==> src/rtl/pip_pkg.sv <==
package pip_pkg;

  localparam int MAX_VERTICES = 256;
  localparam int GRAB_RADIUS  = 4;
  localparam int IDX_W        = $clog2(MAX_VERTICES);
  localparam int CNT_W        = IDX_W + 1;

  // Vertex plus offset is 17 bits; differences are 18 bits.
  localparam int SUM_W  = 17;
  localparam int DIFF_W = 18;
  localparam int PROD_W = 2 * DIFF_W;

  // Quotient magnitude is bounded by the x difference (below 2^17).
  localparam int QMAG_W    = 17;
  localparam int DIV_STEPS = QMAG_W;
  localparam int STEP_W    = $clog2(DIV_STEPS + 1);

  localparam logic [2:0] REQ_CLEAR = 3'd0;
  localparam logic [2:0] REQ_ADD   = 3'd1;
  localparam logic [2:0] REQ_TEST  = 3'd2;
  localparam logic [2:0] REQ_GRAB  = 3'd3;
  localparam logic [2:0] REQ_DEL   = 3'd4;

  localparam logic [1:0] ST_OK    = 2'd0;
  localparam logic [1:0] ST_FULL  = 2'd1;
  localparam logic [1:0] ST_EMPTY = 2'd2;

  localparam logic CFG_OFFSET_X = 1'b0;
  localparam logic CFG_OFFSET_Y = 1'b1;

endpackage

==> src/rtl/pip_divider.sv <==
module pip_divider (
  input  logic                              clk,
  input  logic                              rst,
  input  logic                              start,
  input  logic signed [pip_pkg::PROD_W-1:0] dividend,
  input  logic signed [pip_pkg::DIFF_W-1:0] divisor,
  output logic                              done,
  output logic signed [pip_pkg::DIFF_W-1:0] quotient
);
  import pip_pkg::*;

  logic              running;
  logic [STEP_W-1:0] step;
  logic [PROD_W-1:0] rem;
  logic [PROD_W-1:0] den;
  logic [QMAG_W-1:0] qmag;
  logic              neg;
  logic [PROD_W-1:0] trial;
  logic              fits;

  // divisor shifted to the current quotient bit
  assign trial = den << (step - STEP_W'(1));
  assign fits  = rem >= trial;

  // restoring division on magnitudes, one quotient bit per cycle
  always_ff @(posedge clk) begin
    if (rst) begin
      running <= 1'b0;
      done    <= 1'b0;
    end else begin
      done <= 1'b0;
      if (start) begin
        running <= 1'b1;
        step    <= STEP_W'(DIV_STEPS);
        rem     <= dividend[PROD_W-1] ? PROD_W'(-dividend) : PROD_W'(dividend);
        den     <= PROD_W'(divisor[DIFF_W-1] ? DIFF_W'(-divisor) : DIFF_W'(divisor));
        neg     <= dividend[PROD_W-1] ^ divisor[DIFF_W-1];
        qmag    <= '0;
      end else if (running) begin
        if (fits) begin
          rem <= rem - trial;
        end
        qmag <= {qmag[QMAG_W-2:0], fits};
        step <= step - STEP_W'(1);
        if (step == STEP_W'(1)) begin
          running <= 1'b0;
          done    <= 1'b1;
        end
      end
    end
  end

  // truncation toward zero: negate the magnitude
  assign quotient = neg ? -$signed({1'b0, qmag}) : $signed({1'b0, qmag});

`ifndef SYNTHESIS
  a_done_after_run: assert property (@(posedge clk) disable iff (rst)
    done |-> $past(running)) else $error("divider done without run");
  a_step_range: assert property (@(posedge clk) disable iff (rst)
    running |-> step != '0) else $error("divider step out of range");
  a_no_restart: assert property (@(posedge clk) disable iff (rst)
    running && !start |=> !done || !running) else $error("divider overrun");
`endif

endmodule

==> config.mk <==
export PLATFORM = sky130hd
export DESIGN_NAME = pip_divider
export DESIGN_NICKNAME = d
export VERILOG_FILES = /design/src/rtl/pip_pkg.sv /design/src/rtl/pip_divider.sv
export SDC_FILE = /design/constraint.sdc
export NUM_CORES = 1
export LEC_CHECK = 0
export BUFFER_PORTS_ARGS = -buffer_cell sky130_fd_sc_hd__buf_2
export CAP_MARGIN = 15
export CORE_ASPECT_RATIO = 1.2
export CORE_MARGIN = 2
export CORE_UTILIZATION = 25
export DETAILED_ROUTE_END_ITERATION = 10
export RECOVER_POWER = 25
export SYNTH_ARGS = -nofsm -noshare
export SYNTH_HDL_FRONTEND = slang
export SYNTH_SLANG_ARGS = --single-unit
==> constraint.sdc <==
create_clock -name clk -period 20.3 [get_ports clk]
set_input_delay 1.015 -clock clk [delete_from_list [all_inputs] [get_ports clk]]
set_output_delay 1.015 -clock clk [all_outputs]
set_load 0.02 [all_outputs]
# Yosys cells after proc, flatten, opt, wreduce, memory -nomap -nowiden
# Index checks and enable logic that the tools add are counted.
classes:
  n_addsub: 5
  n_mul: 0
  div_mod_pow: 0
  order_cmp: 1
  n_eq_ne: 1
  n_shift: 1
  muxes: 12
  bitwise_logic: 3
  n_reduce_logical: 6
ops:
  columns: ["cell", "n"]
  rows:
  - ["$mux W36", 4]
  - ["$ge A36 B36 Y1", 1]
  - ["$neg A36 Y36", 1]
  - ["$shl A36 B5 Y36", 1]
  - ["$sub A36 B36 Y36", 1]
  - ["$mux W17", 2]
  - ["$mux W18", 1]
  - ["$neg A17 Y18", 1]
  - ["$neg A18 Y18", 1]
  - ["$eq A5 B1 Y1 const B", 1]
  - ["$mux W5", 1]
  - ["$sub A5 B1 Y5 const B", 1]
  - ["$mux W1", 4]
  - ["$reduce_and A2 Y1", 2]
  - ["$reduce_bool A2 Y1", 2]
  - ["$reduce_and A3 Y1", 1]
  - ["$reduce_or A3 Y1", 1]
  - ["$not A1 Y1", 2]
  - ["$xor A1 B1 Y1", 1]
totals:
  regBits: 79
  latch_bits: 0
  ram_bits: 0
  mem_bits_ro: 0
  in_bits: 57
  output_inout_bits: 19
  n_memories: 0

# Logic depth before layout (Yosys ltp)
# Gate-level depths: netlist of run 1.
logic_depth:
  ltp_word: 6
  depth_mapped: 22

# Least setup slack after synthesis of run 1
# No wires, ideal clock.
synth_path:
  path_kind: "register to register"
  startpoint: "reg step[0]"
  endpoint: "reg rem[0] (enable)"
  t_arrival_ns: 6.261
  setup_slack_ns: 13.597
  stages_incl_launch_ff: 23
  n_path_buf: 4
  cell_sequence: "edfxtp_1 clkbuf_1 clkinv_1 ha_1 clkbuf_1 clkbuf_1 mux2i_1 nand2_1 o21ai_0 o21ai_0 nor2_1 a21oi_1 nand2_1 ha_1 clkbuf_1 and3_1 nand4_1 a211o_1 a31oi_1 nand2_1 nand2_1 o221ai_1 a21oi_1"
synth_via:
  elab_chain_cells: 5
synth_rtl:
  columns: ["item", "line", "source"]
  rows:
  - ["from (decl)", "pip_divider.sv:13", "logic [STEP_W-1:0] step;"]
  - ["from (signal assigned)", "pip_divider.sv:34", "step <= STEP_W'(DIV_STEPS);"]
  - ["from (signal assigned)", "pip_divider.sv:44", "step <= step - STEP_W'(1);"]
  - ["$sub A5 B1 Y5", "pip_divider.sv:22", "assign trial = den << (step - STEP_W'(1));"]
  - ["$shl A36 B5 Y36", "pip_divider.sv:22", null]
  - ["$ge A36 B36 Y1", "pip_divider.sv:23", "assign fits = rem >= trial;"]
  - ["$reduce_bool A2 Y1 (no line)", null, null]
  - ["$reduce_and A3 Y1 (no line)", null, null]
  - ["to (signal assigned)", "pip_divider.sv:35", "rem <= dividend[PROD_W-1] ? PROD_W'(-dividend) : PROD_W'(dividend);"]
  - ["to (signal assigned)", "pip_divider.sv:41", "rem <= rem - trial;"]
  - ["to (decl)", "pip_divider.sv:14", "logic [PROD_W-1:0] rem;"]
# No other way between the ends.
# A chain may end at the register's enable or synchronous reset.

# Final worst setup path of run 1
layout_path:
  startpoint: "reg step[0]"
  endpoint: "reg rem[12] (enable)"
# Same word-level chain as after synthesis.

==> key figures, run 1 <==
Run status
  • Outcome: finished, violations left
  • Violated checks: max-capacitance violations, max-slew violations

Worst setup path
  • Top cell by count, worst path: nand2_1
  • Crit path max fanout: 29
  • Required time of the critical path: 20.31 ns
  • Worst path cell trace: clkinv_1, ha_1, mux2i_1, nand2_1, o21ai_0, o21ai_0, nor2_1, a21oi_1, nand2_1, ha_1, and3_1, nand4_1, a211o_1, a31oi_1, nand2_1, nand2_1, o221ai_1, a21oi_4, buf_4
  • Reg2Reg Setup Slack: 13.40 ns
  • CP arrival: 6.91 ns
  • Worst Setup Path Type: flip-flop to flip-flop
  • Slowest CP cell: edfxtp_1
  • Worst Setup End Kind: flip-flop
  • Setup crit start kind: flip-flop
  • Worst R2R Path Depth: 19
  • Largest stage delay on the critical path: 1.04 ns

Drt
  • DR iter-0 viols: 589
  • DR vias/cell: 5.10
  • Post-route DRC: 0
  • ANT nets after route: 0
  • Per-cell routed wire length: 16.0 um
  • First-pass detailed-route iteration total: 5
  • Vias: 6,885
  • Final WL: 21,700 um

Final layout
  • Share of cells above drive strength 1: 12.7%
  • Most frequent cells in the layout: 118 x nand2_1, 83 x a21oi_1, 77 x edfxtp_1, 75 x nor2_1
  • Diode count: 0
  • Area growth from synthesis to layout: 14.1%
  • Fin util: 28.9%
  • Commonest non-fill, non-tap cell in the layout: nand2_1
  • Fin nets: 1,050

Floorplanning
  • Top Ports: 76
  • Initial Util: 25.3%
  • Width of the die: 164 um
  • Die Y: 196 um
  • Core Area: 30,300 um2
  • DIE AREA: 32,100 um2
  • Site Rows: 70

Synthesis
  • Synth unique cells: 67
  • Synth top area cells: edfxtp_1 30%, xnor2_1 7.9%, ha_1 6.7%
  • Area leader, netlist: edfxtp_1
  • Mapped cell area: 7670 um2
  • Mean post-synth cell area: 8.47 um2
  • Register area share after synthesis: 30.7%
  • Cells after Synth: 905
  • Post-synth ARST share: 0%
  • Top-area cell type share of the netlist area: 30.1%
  • Yosys warnings: 0
  • Syn Nets: 1,004
  • FF+latch count, synth: 79
  • Post-synth EDFFs: 77
  • Ys flop type: edfxtp_1

Clock tree
  • H-Tree Level Count: 3
  • Worst-Skew Late Latency: 0.35 ns
  • Post-CTS setup buffer count: 0
  • CTS Buffer Depth: 2
  • Root Buffer Master: clkbuf_16
  • CTS tree: built
  • Worst-path clk slew: 0.07 ns
  • Post-CTS sizing: 0
  • CTS Buf Count: 9
  • Hold_buf cts: 0
  • Clk sink count: 79

Timing
  • Slew margin rel.: -100%
  • Fmax achieved: 145 MHz
  • Final worst slack: 13.40 ns
  • RSZ-0062 raised after global routing: no
  • Minimum clock period: 6.90 ns
  • Final period utilization: 34.0%
  • Final setup fails: 0
  • Worst slew pin tran: 3.00 ns
  • Setup TNS: 0 ns
  • Clock Skews: 0.0131 ns
  • Hold Vio Cnt, Final: 0
  • Fin. max-slew vios: 105

Power and ir drop
  • Clk network pwr share: 25.5%
  • Flop pwr share: 29.4%
  • Power Density: 84.5 nW/um2
  • Total power: 739 uW
  • Max rail drop VDD: 0.0392 mV
  • Lkg Pwr: 0.00323 uW
  • NetSw: 283 uW
  • Pint: 456 uW
  • Net Sw Frac: 38.3%
  • Comb pwr share: 45.1%

Global routing
  • Gr usage total: 13.4%
  • Pin count of the biggest net entering global routing: 67
  • Antenna violations before repair: 0
  • Remaining Overflow, GRT: 0
  • Vias in the first global route: 6,578
  • First-pass GRT wire length: 34,500 um

Job
  • Max-Cap Viols: 2

Placement
  • Setup slack at placement: 13.50 ns
  • Placer Congestion: 0.883
  • Port Buffer Count: 75
  • Dpl hpwl: 16,700 um

Worst hold path
  • Hold depth: 1
  • Hold/Removal Path Class: flip-flop to flip-flop
state kept, by name, summed over array words and instances (netlist names):
register	count
den	18
step	5
neg	1
running	1
done	1
qmag	17
rem	36
cell type report:
type                       count  area (um2)
sequential                    79        2350
fill                        3277       21600
multi-input combinational    753        5050
clock buffer                   9         225
clock inverter                 6         108
tap                          396         495
timing repair buffer          86         443
inverter                      22        82.6
power groups by stage:
| stage | sequential (uW) | combinational [uW] | clock, uW |
|---|---|---|---|
| finish | 217 | 333 | 189 |
| global route | 219 | 370 | 197 |
| CTS | 217 | 331 | 192 |
| detailed placement | 220 | 328 | 0 |
| global placement | 220 | 328 | 0 |
| floorplan | 215 | 249 | 0 |
worst max-delay path: cells and delay by family, from the launching register on:
| kind | cells | cell delay, ns |
|---|---|---|
| AO/OA/AOI/OAI | 7 | 2.10 |
| adder cells (fa/ha/maj) | 2 | 1.42 |
| flip-flops | 1 | 1.04 |
| buffers and inverters | 2 | 0.89 |
| AND/OR/NAND/NOR | 7 | 0.88 |
| multiplexers | 1 | 0.21 |
cell usage after synthesis, drive strengths merged (4+ instances only):
master and n:
a21o 26, and3 7, o41ai 7, nand2b 7, or3 16, nor4b 4, xnor2 69, buf 7
ha 41, nor3 14, nor2b 21, nor2 75, o21a 8, o31ai 27, xor2 22, o21ai 66
a31oi 6, inv 20, a211oi 16, mux2 7, edfxtp 77, a21oi 84, mux2i 17, or4 10
and2 5, nand4 12, mux4 9, nand3 10, nand2 118, clkbuf 44
metal layers:
layer	share of wire, %	global-route usage [%]	up-vias
met4	2.0	4.09	0
met5	0	0	-
met1	45	16.8	3280
li1	-	-	3443
met3	3.5	1.69	15
met2	49	23.8	147
cells by family after synthesis:
| group | synth area share [%] |
|---|---|
| AND/OR/NAND/NOR | 19.6 |
| AO/OA/AOI/OAI | 22.8 |
| XOR/XNOR | 10.4 |
| flip-flops | 30.7 |
| buffers and inverters | 3.69 |
| adder cells (fa/ha/maj) | 6.95 |
| multiplexers | 5.89 |
stage by stage:
stage | cell area (um2) | hold WS [ns] | instances
2_1_floorplan | 7670 | 0.458 | 905
4_1_cts | 8770 | 0.488 | 1351
5_1_grt | 8750 | 0.505 | 1351
3_5_place_dp | 8440 | 0.478 | 1336
3_3_place_gp | 8440 | 0.472 | 1336
6_report | 8750 | 0.484 | 1351
path summary, 6_finish.rpt:
path | from | end
hold reg to reg | running | done
hold / removal | running | done
setup / recovery | step[0] | rem[12]
setup reg to reg | step[0] | rem[12]
Power figures use the tool's default switching activity.
==> inputs of run 2 (changes only) <==
- clock period: 20.3 -> 6.3 ns (I/O delays scaled with it)
==> run 2 against run 1 <==
  * The flow still finishes with violations (max-capacitance violations, max-slew violations)
  * Sequential share of layout area hardly changed
  * Cell count increased by 0.22%
  * Sequential cell count stayed put
  * Via count rose by 0.67%
==> key figures, run 2 (synthesis results as in run 1) <==
Worst setup path
  • Worst R2R Path Depth: 19 (unchanged)
  • Worst Setup End Kind: flip-flop
  • Slowest CP cell: ha_1
  • Worst path cell trace: clkinv_1, ha_1, mux2i_1, nand2_1, o21ai_0, o21ai_0, nor2_1, a21oi_1, nand2_1, ha_1, and3_1, nand4_1, a211o_1, a31oi_1, nand2_1, nand2_1, o221ai_1, a21oi_4, buf_4
  • Worst Setup Path Type: flip-flop to flip-flop
  • Worst r2r dst: rem[4]
  • Crit Reg-Reg Startpoint: step[0]
  • Required time of the critical path: 6.29 ns (-14.02 ns)
  • Top cell by count, worst path: nand2_1
  • Reg2Reg Setup Slack: 0.79 ns (-12.61 ns)
  • Largest stage delay on the critical path: 0.93 ns (-0.11 ns)
  • CP arrival: 5.50 ns (-1.41 ns)
  • Setup crit start kind: flip-flop
  • Crit path max fanout: 36 (+24%)

Clock tree
  • Root Buffer Master: clkbuf_16
  • CTS Buffer Depth: 2 (unchanged)
  • Post-CTS sizing: 0 (unchanged)
  • Hold_buf cts: 0 (unchanged)
  • CTS Buf Count: 9 (unchanged)
  • Clk sink count: 79 (unchanged)
  • Worst-Skew Late Latency: 0.35 ns (about the same)
  • CTS tree: built
  • Post-CTS setup buffer count: 0 (unchanged)
  • H-Tree Level Count: 3 (unchanged)
  • Worst-path clk slew: 0.06 ns (about the same)

Global routing
  • Remaining Overflow, GRT: 0 (unchanged)
  • First-pass GRT wire length: 36,000 um (+4.3%)
  • Vias in the first global route: 6,703 (+1.9%)
  • Pin count of the biggest net entering global routing: 45 (-33%)
  • Gr usage total: 14.2% (+0.75 points)
  • Antenna violations before repair: 0 (unchanged)

Final layout
  • Share of cells above drive strength 1: 12.7% (+0.065 points)
  • Fin util: 28.9% (+0.054 points)
  • Fin nets: 1,052 (+0.19%)
  • Most flop-heavy register: rem
  • Most frequent cells in the layout: 118 x nand2_1, 83 x a21oi_1, 77 x edfxtp_1, 74 x nor2_1, 69 x xnor2_1
  • Max reg flops: 36 (unchanged)
  • Largest regs: rem (36), den (18), qmag (17)
  • Area growth from synthesis to layout: 14.3%
  • Diode count: 0 (unchanged)
  • Commonest non-fill, non-tap cell in the layout: nand2_1

Power and ir drop
  • Power Density: 275 nW/um2 (+230%)
  • Lkg Pwr: 0.00323 uW (+0.12%)
  • Max rail drop VDD: 0.144 mV (+270%)
  • Total power: 2410 uW (+230%)

Drt
  • Post-route DRC: 0 (unchanged)
  • ANT nets after route: 0 (unchanged)
  • DR iter-0 viols: 640 (+8.7%)
  • First-pass detailed-route iteration total: 5 (unchanged)
  • DR vias/cell: 5.12 (+0.45%)
  • Final WL: 22,200 um (+2.6%)
  • Vias: 6,931 (+0.67%)
  • Per-cell routed wire length: 16.4 um (+2.4%)

Timing
  • Setup TNS: 0 ns (unchanged)
  • Hold Vio Cnt, Final: 0 (unchanged)
  • Minimum clock period: 5.51 ns (-1.39 ns)
  • Fin. max-slew vios: 117 (+11%)
  • Fmax achieved: 182 MHz (+25%)
  • Worst Hold Slack: 0.175 ns (-0.309 ns)
  • Slew margin rel.: -38.1% (+62 points)
  • Final period utilization: 87.4% (+53 points)
  • RSZ-0062 raised after global routing: no
  • Clock Skews: 0.0119 ns (-0.00123 ns)
  • Worst slew pin tran: 2.07 ns (-0.930 ns)
  • Final setup fails: 0 (unchanged)

Worst hold path
  • HP Start: rst
  • Hold Path End: done
  • Hold/Removal Path Class: input pin to flip-flop
  • Hold depth: 2 (+1)

Floorplanning
  • Width of the die: 164 um (unchanged)
  • Initial Util: 25.3% (unchanged)
  • Core Area: 30,300 um2 (unchanged)
  • Site Rows: 70 (unchanged)
  • DIE AREA: 32,100 um2 (unchanged)
  • Die Y: 196 um (unchanged)
  • Top Ports: 76 (unchanged)

Job
  • Max-Cap Viols: 3 (+1)

Placement
  • Port Buffer Count: 75 (unchanged)
  • Placer Congestion: 0.909 (+3.0%)
  • Dpl hpwl: 17,300 um (+3.2%)

Run status
  • Outcome: finished, violations left
  • Violated checks: max-capacitance violations, max-slew violations
==> run 2: layout make-up <==
class / instances / area [um2]
tap: 396 / 495
timing repair buffer: 88 / 453
fill: 3326 / 21500
clock buffer: 11 / 233
sequential: 79 / 2350
multi-input combinational: 753 / 5050
clock inverter: 5 / 104
inverter: 22 / 82.6
==> run 2: how the worst max path moves through the flow <==
stage | start | end | cells past startpoint
2_1_floorplan | step[0] | rem[0] | 22
3_3_place_gp | step[0] | rem[7] | 16
3_5_place_dp | step[0] | rem[8] | 19
4_1_cts | step[0] | rem[8] | 19
5_1_grt | step[0] | rem[4] | 19
6_report | step[0] | rem[4] | 19
==> run 2: per-stage QoR <==
step           worst slack, ns  area, um2  std cells
6_report                 0.791       8770       1354
5_1_grt                  0.270       8770       1354
4_1_cts                  0.889       8790       1354
3_5_place_dp             0.909       8450       1338
3_3_place_gp              1.03       8450       1338
2_1_floorplan            0.289       7670        905
==> run 2: metal layers <==
metal  global-route usage [%]  routed length (um)  up-vias
met2                     24.9               11100      183
met3                     1.65                 873       31
met1                     17.9                9760     3274
li1                         -                   -     3443
met5                        0                   0        -
met4                     4.81                 500        0
==> run 2: report_power, final <==
group | switching, uW | total, uW | internal, uW
registers | 36.2 | 698 | 662
logic | 676 | 1100 | 428
clock network | 219 | 608 | 388
==> run 2: worst max-delay path, delay by kind of cell, from the launching register on <==
family                   cells  cell delay, ns
flip-flops                   1            0.35
adder cells (fa/ha/maj)      2            1.36
multiplexers                 1            0.22
AO/OA/AOI/OAI                7            1.67
buffers and inverters        2            0.64
AND/OR/NAND/NOR              7            0.88
==> inputs of run 3 (changes only) <==
- ABC_AREA: unset -> 1
==> run 3 against run 2 <==
  * The run still ends with max-capacitance violations, max-slew violations left
  * Register-to-register slack improved by 0.29 ns
  * Via count rose by 27%
  * Core utilization barely moved
  * Cell area rose by 9.9%
  * Worst setup slack improved by 0.29 ns
  * Global-route usage rose by 1.7 points
  * Area after synthesis rose by 11%
  * Sequential power rose by 0.6%
  * Worst hold slack improved by 0.014 ns
  * Non-clock buffer count fell by 6
  * Fmax rose by 5.6%
  * Critical path type unchanged
==> key figures, run 3 <==
Worst setup path
  • Crit Reg-Reg Startpoint: step[0]
  • Crit path max fanout: 36 (unchanged)
  • Required time of the critical path: 6.29 ns (about the same)
  • Worst r2r dst: rem[29]
  • Crit. Startpoint: step[0]
  • Worst Setup Path Type: flip-flop to flip-flop
  • Worst R2R Path Depth: 19 (unchanged)
  • Worst Setup End Kind: flip-flop
  • CP arrival: 5.21 ns (-0.29 ns)
  • Reg2Reg Setup Slack: 1.08 ns (+0.29 ns)
  • Setup crit start kind: flip-flop

Final layout
  • Share of cells above drive strength 1: 8.20% (-4.5 points)
  • Diode count: 0 (unchanged)
  • Most flop-heavy register: rem
  • Post-route insts no fill: 1,877 (+39%)
  • Most frequent cells in the layout: 447 x nand2_1, 172 x inv_1, 158 x nor2_1, 92 x o21ai_0, 92 x nand3_1
  • Fillers: 3,743 (+13%)
  • Max reg flops: 36 (unchanged)
  • Commonest non-fill, non-tap cell in the layout: nand2_1
  • Area growth from synthesis to layout: 13.4%
  • Largest regs: rem (36), den (18), qmag (17)
  • Fin nets: 1,521 (+45%)

Clock tree
  • Worst-Skew Late Latency: 0.36 ns (about the same)
  • CTS tree: built
  • Post-CTS setup buffer count: 0 (unchanged)
  • H-Tree Level Count: 3 (unchanged)
  • Root Buffer Master: clkbuf_16
  • Post-CTS sizing: 0 (unchanged)
  • Worst-path clk slew: 0.06 ns (about the same)
  • Clk sink count: 79 (unchanged)
  • CTS Buffer Depth: 2 (unchanged)
  • CTS Buf Count: 9 (unchanged)
  • Hold_buf cts: 0 (unchanged)

Worst hold path
  • Hold depth: 1 (-1)
  • Hold/Removal Path Class: input pin to flip-flop
  • HP Start: divisor[0]
  • Hold Path End: den[0]

Timing
  • Fin. max-slew vios: 138 (+18%)
  • Hold Vio Cnt, Final: 0 (unchanged)
  • Slew margin rel.: -76.0% (-38 points)
  • Worst slew pin tran: 2.64 ns (+0.569 ns)
  • Final period utilization: 82.8% (-4.7 points)
  • Final setup fails: 0 (unchanged)
  • Clock Skews: 0.0147 ns (+0.00284 ns)
  • Minimum clock period: 5.22 ns (-0.294 ns)
  • Setup TNS: 0 ns (unchanged)
  • RSZ-0062 raised after global routing: no
  • Fmax achieved: 192 MHz (+5.6%)

Drt
  • Final WL: 27,800 um (+25%)
  • DR vias/cell: 4.69 (-8.3%)
  • Vias: 8,809 (+27%)
  • ANT nets after route: 0 (unchanged)
  • First-pass detailed-route iteration total: 5 (unchanged)
  • DR iter-0 viols: 677 (+5.8%)
  • Post-route DRC: 0 (unchanged)
  • Per-cell routed wire length: 14.8 um (-9.7%)

Power and ir drop
  • Net Sw Frac: 44.3% (+5.7 points)
  • NetSw: 1180 uW (+27%)
  • Total power: 2670 uW (+11%)
  • Flop pwr share: 26.3% (-2.7 points)
  • Max rail drop VDD: 0.124 mV (-14%)
  • Lkg Pwr: 0.00452 uW (+40%)
  • Pint: 1490 uW (+0.53%)
  • Power Density: 277 nW/um2 (+0.79%)
  • Clk network pwr share: 22.9% (-2.3 points)
  • Comb pwr share: 50.8% (+5.0 points)

Synthesis
  • Synth Area in Adders: 6.27% (-0.68 points)
  • Top-area cell type share of the netlist area: 27.2% (-2.9 points)
  • Synth unique cells: 46 (-31%)
  • Register area share after synthesis: 27.7% (-3.0 points)
  • Area leader, netlist: edfxtp_1
  • Mux share of post-synthesis cell area: 0.825% (-5.1 points)
  • Syn Nets: 1,465 (+46%)
  • Mapped cell area: 8500 um2 (+11%)
  • Complex-gate fraction of the synthesized area: 13.3% (-9.4 points)
  • Post-synth EDFFs: 77 (unchanged)
  • Largest family of logic cells by synthesized area: simple AND/OR/NAND/NOR gates
  • Synth cell count leaders: 447 x nand2_1, 172 x inv_1, 158 x nor2_1
  • Synth top area cells: edfxtp_1 27%, nand2_1 20%, inv_1 7.6%
  • FF+latch count, synth: 79 (unchanged)
  • Count leader, synth: nand2_1
  • Ys flop type: edfxtp_1
  • Synth Area in Simple Gates: 37.6% (+18 points)
  • Post-synth ARST share: 0% (unchanged)
  • Cells after Synth: 1,366 (+51%)
  • Mean post-synth cell area: 6.22 um2 (-27%)
  • Yosys warnings: 0 (unchanged)
  • Synth Area in XOR/XNOR: 4.39% (-6.0 points)

Run status
  • Outcome: finished, violations left
  • Violated checks: max-capacitance violations, max-slew violations

Floorplanning
  • Core Area: 33,300 um2 (+10%)
  • Top Ports: 76 (unchanged)
  • Die Y: 206 um (+5.1%)
  • Site Rows: 73 (+4.3%)
  • Initial Util: 25.5% (+0.17 points)
  • DIE AREA: 35,500 um2 (+11%)
  • Width of the die: 172 um (+5.1%)

Global routing
  • Pin count of the biggest net entering global routing: 56 (+24%)
  • Vias in the first global route: 8,228 (+23%)
  • Remaining Overflow, GRT: 0 (unchanged)
  • First-pass GRT wire length: 43,000 um (+19%)
  • Gr usage total: 15.9% (+1.7 points)
  • Antenna violations before repair: 0 (unchanged)

Placement
  • Placed Cells: 1,861 (+39%)
  • Placer Congestion: 0.981 (+7.8%)
  • Port Buffer Count: 75 (unchanged)
  • Dpl hpwl: 23,000 um (+33%)

Job
  • Max-Cap Viols: 3 (unchanged)
## run 3: cell count changes in the layout (fill, tap and decap cells not counted), moves of 13 or more
cell | before | now
inv_1 | 20 | 172
a21oi_1 | 83 | 69
nor2_1 | 74 | 158
o21ai_1 | 0 | 32
nand3_1 | 10 | 92
xnor2_1 | 69 | 2
nor2b_1 | 21 | 0
a211oi_1 | 16 | 0
xor2_1 | 22 | 35
o31ai_1 | 27 | 1
a21o_1 | 26 | 1
nand2_1 | 118 | 447
o21ai_0 | 66 | 92
## run 3: worst max-delay path by stage
stage	slack (ns)	depth (start not counted)	endpoint
final	1.08	19	rem[29]
after global routing	0.61	23	rem[17]
after CTS	1.15	19	rem[29]
after detailed placement	1.18	19	rem[1]
after global placement	1.17	23	rem[1]
after floorplan	2.06	21	rem[0]
## run 3: power by group through the flow
stage | registers [uW] | clock network, uW | logic, uW
2_1_floorplan | 697 | 0 | 974
3_3_place_gp | 714 | 0 | 1340
3_5_place_dp | 713 | 0 | 1340
4_1_cts | 702 | 626 | 1340
5_1_grt | 708 | 639 | 1540
6_report | 702 | 612 | 1360
## run 3: cell families after synthesis
group                    count (synthesis)
flip-flops                              79
adder cells (fa/ha/maj)                 42
AO/OA/AOI/OAI                          215
XOR/XNOR                                40
multiplexers                             7
buffers and inverters                  217
AND/OR/NAND/NOR                        766
## run 3: worst max-delay path, cell delays in order, from the launching register on
cell and delay, ns:
edfxtp_1 0.76, inv_2 0.26, ha_1 0.31, xnor2_2 0.65
buf_4 0.29, nand2_1 0.09, o21ai_0 0.48, o21ai_1 0.14
ha_1 0.39, nand2_1 0.14, nor2_1 0.20, nand2_1 0.11
nor2_1 0.15, nand4_1 0.10, nand2_1 0.07, a21oi_1 0.08
nand2_1 0.09, nand2_1 0.05, nand2_1 0.06, buf_4 0.42
## run 3: through the flow
| stage | worst slack, ns | cell area, um2 | util, % | hold WS (ns) |
|---|---|---|---|---|
| 6_report | 1.08 | 9640 | 28.9 | 0.189 |
| 3_5_place_dp | 1.18 | 9320 | 28.0 | 0.516 |
| 2_1_floorplan | 2.06 | 8500 | - | 0.414 |
| 3_3_place_gp | 1.17 | 9320 | 28.0 | 0.521 |
| 5_1_grt | 0.613 | 9640 | 28.9 | 0.189 |
| 4_1_cts | 1.15 | 9660 | 29.0 | 0.152 |
## run 3: cell type report
cell class / count / area, um2 / share of cell area [%]
well taps: 450 / 563 / 5.84
clock inverters: 6 / 109 / 1.13
multi-input cells: 1070 / 5300 / 55.0
flip-flops and latches: 79 / 2350 / 24.4
clock buffers: 10 / 229 / 2.38
repair buffers: 82 / 409 / 4.25
inverters: 180 / 676 / 7.01
## run 3: layer usage
layer	up-vias	global-route usage, %	routed length (um)
met1	3943	20.4	12300
met5	-	0	0
met4	0	7.14	1160
li1	4537	-	-
met3	64	1.99	1320
met2	265	26.5	13100
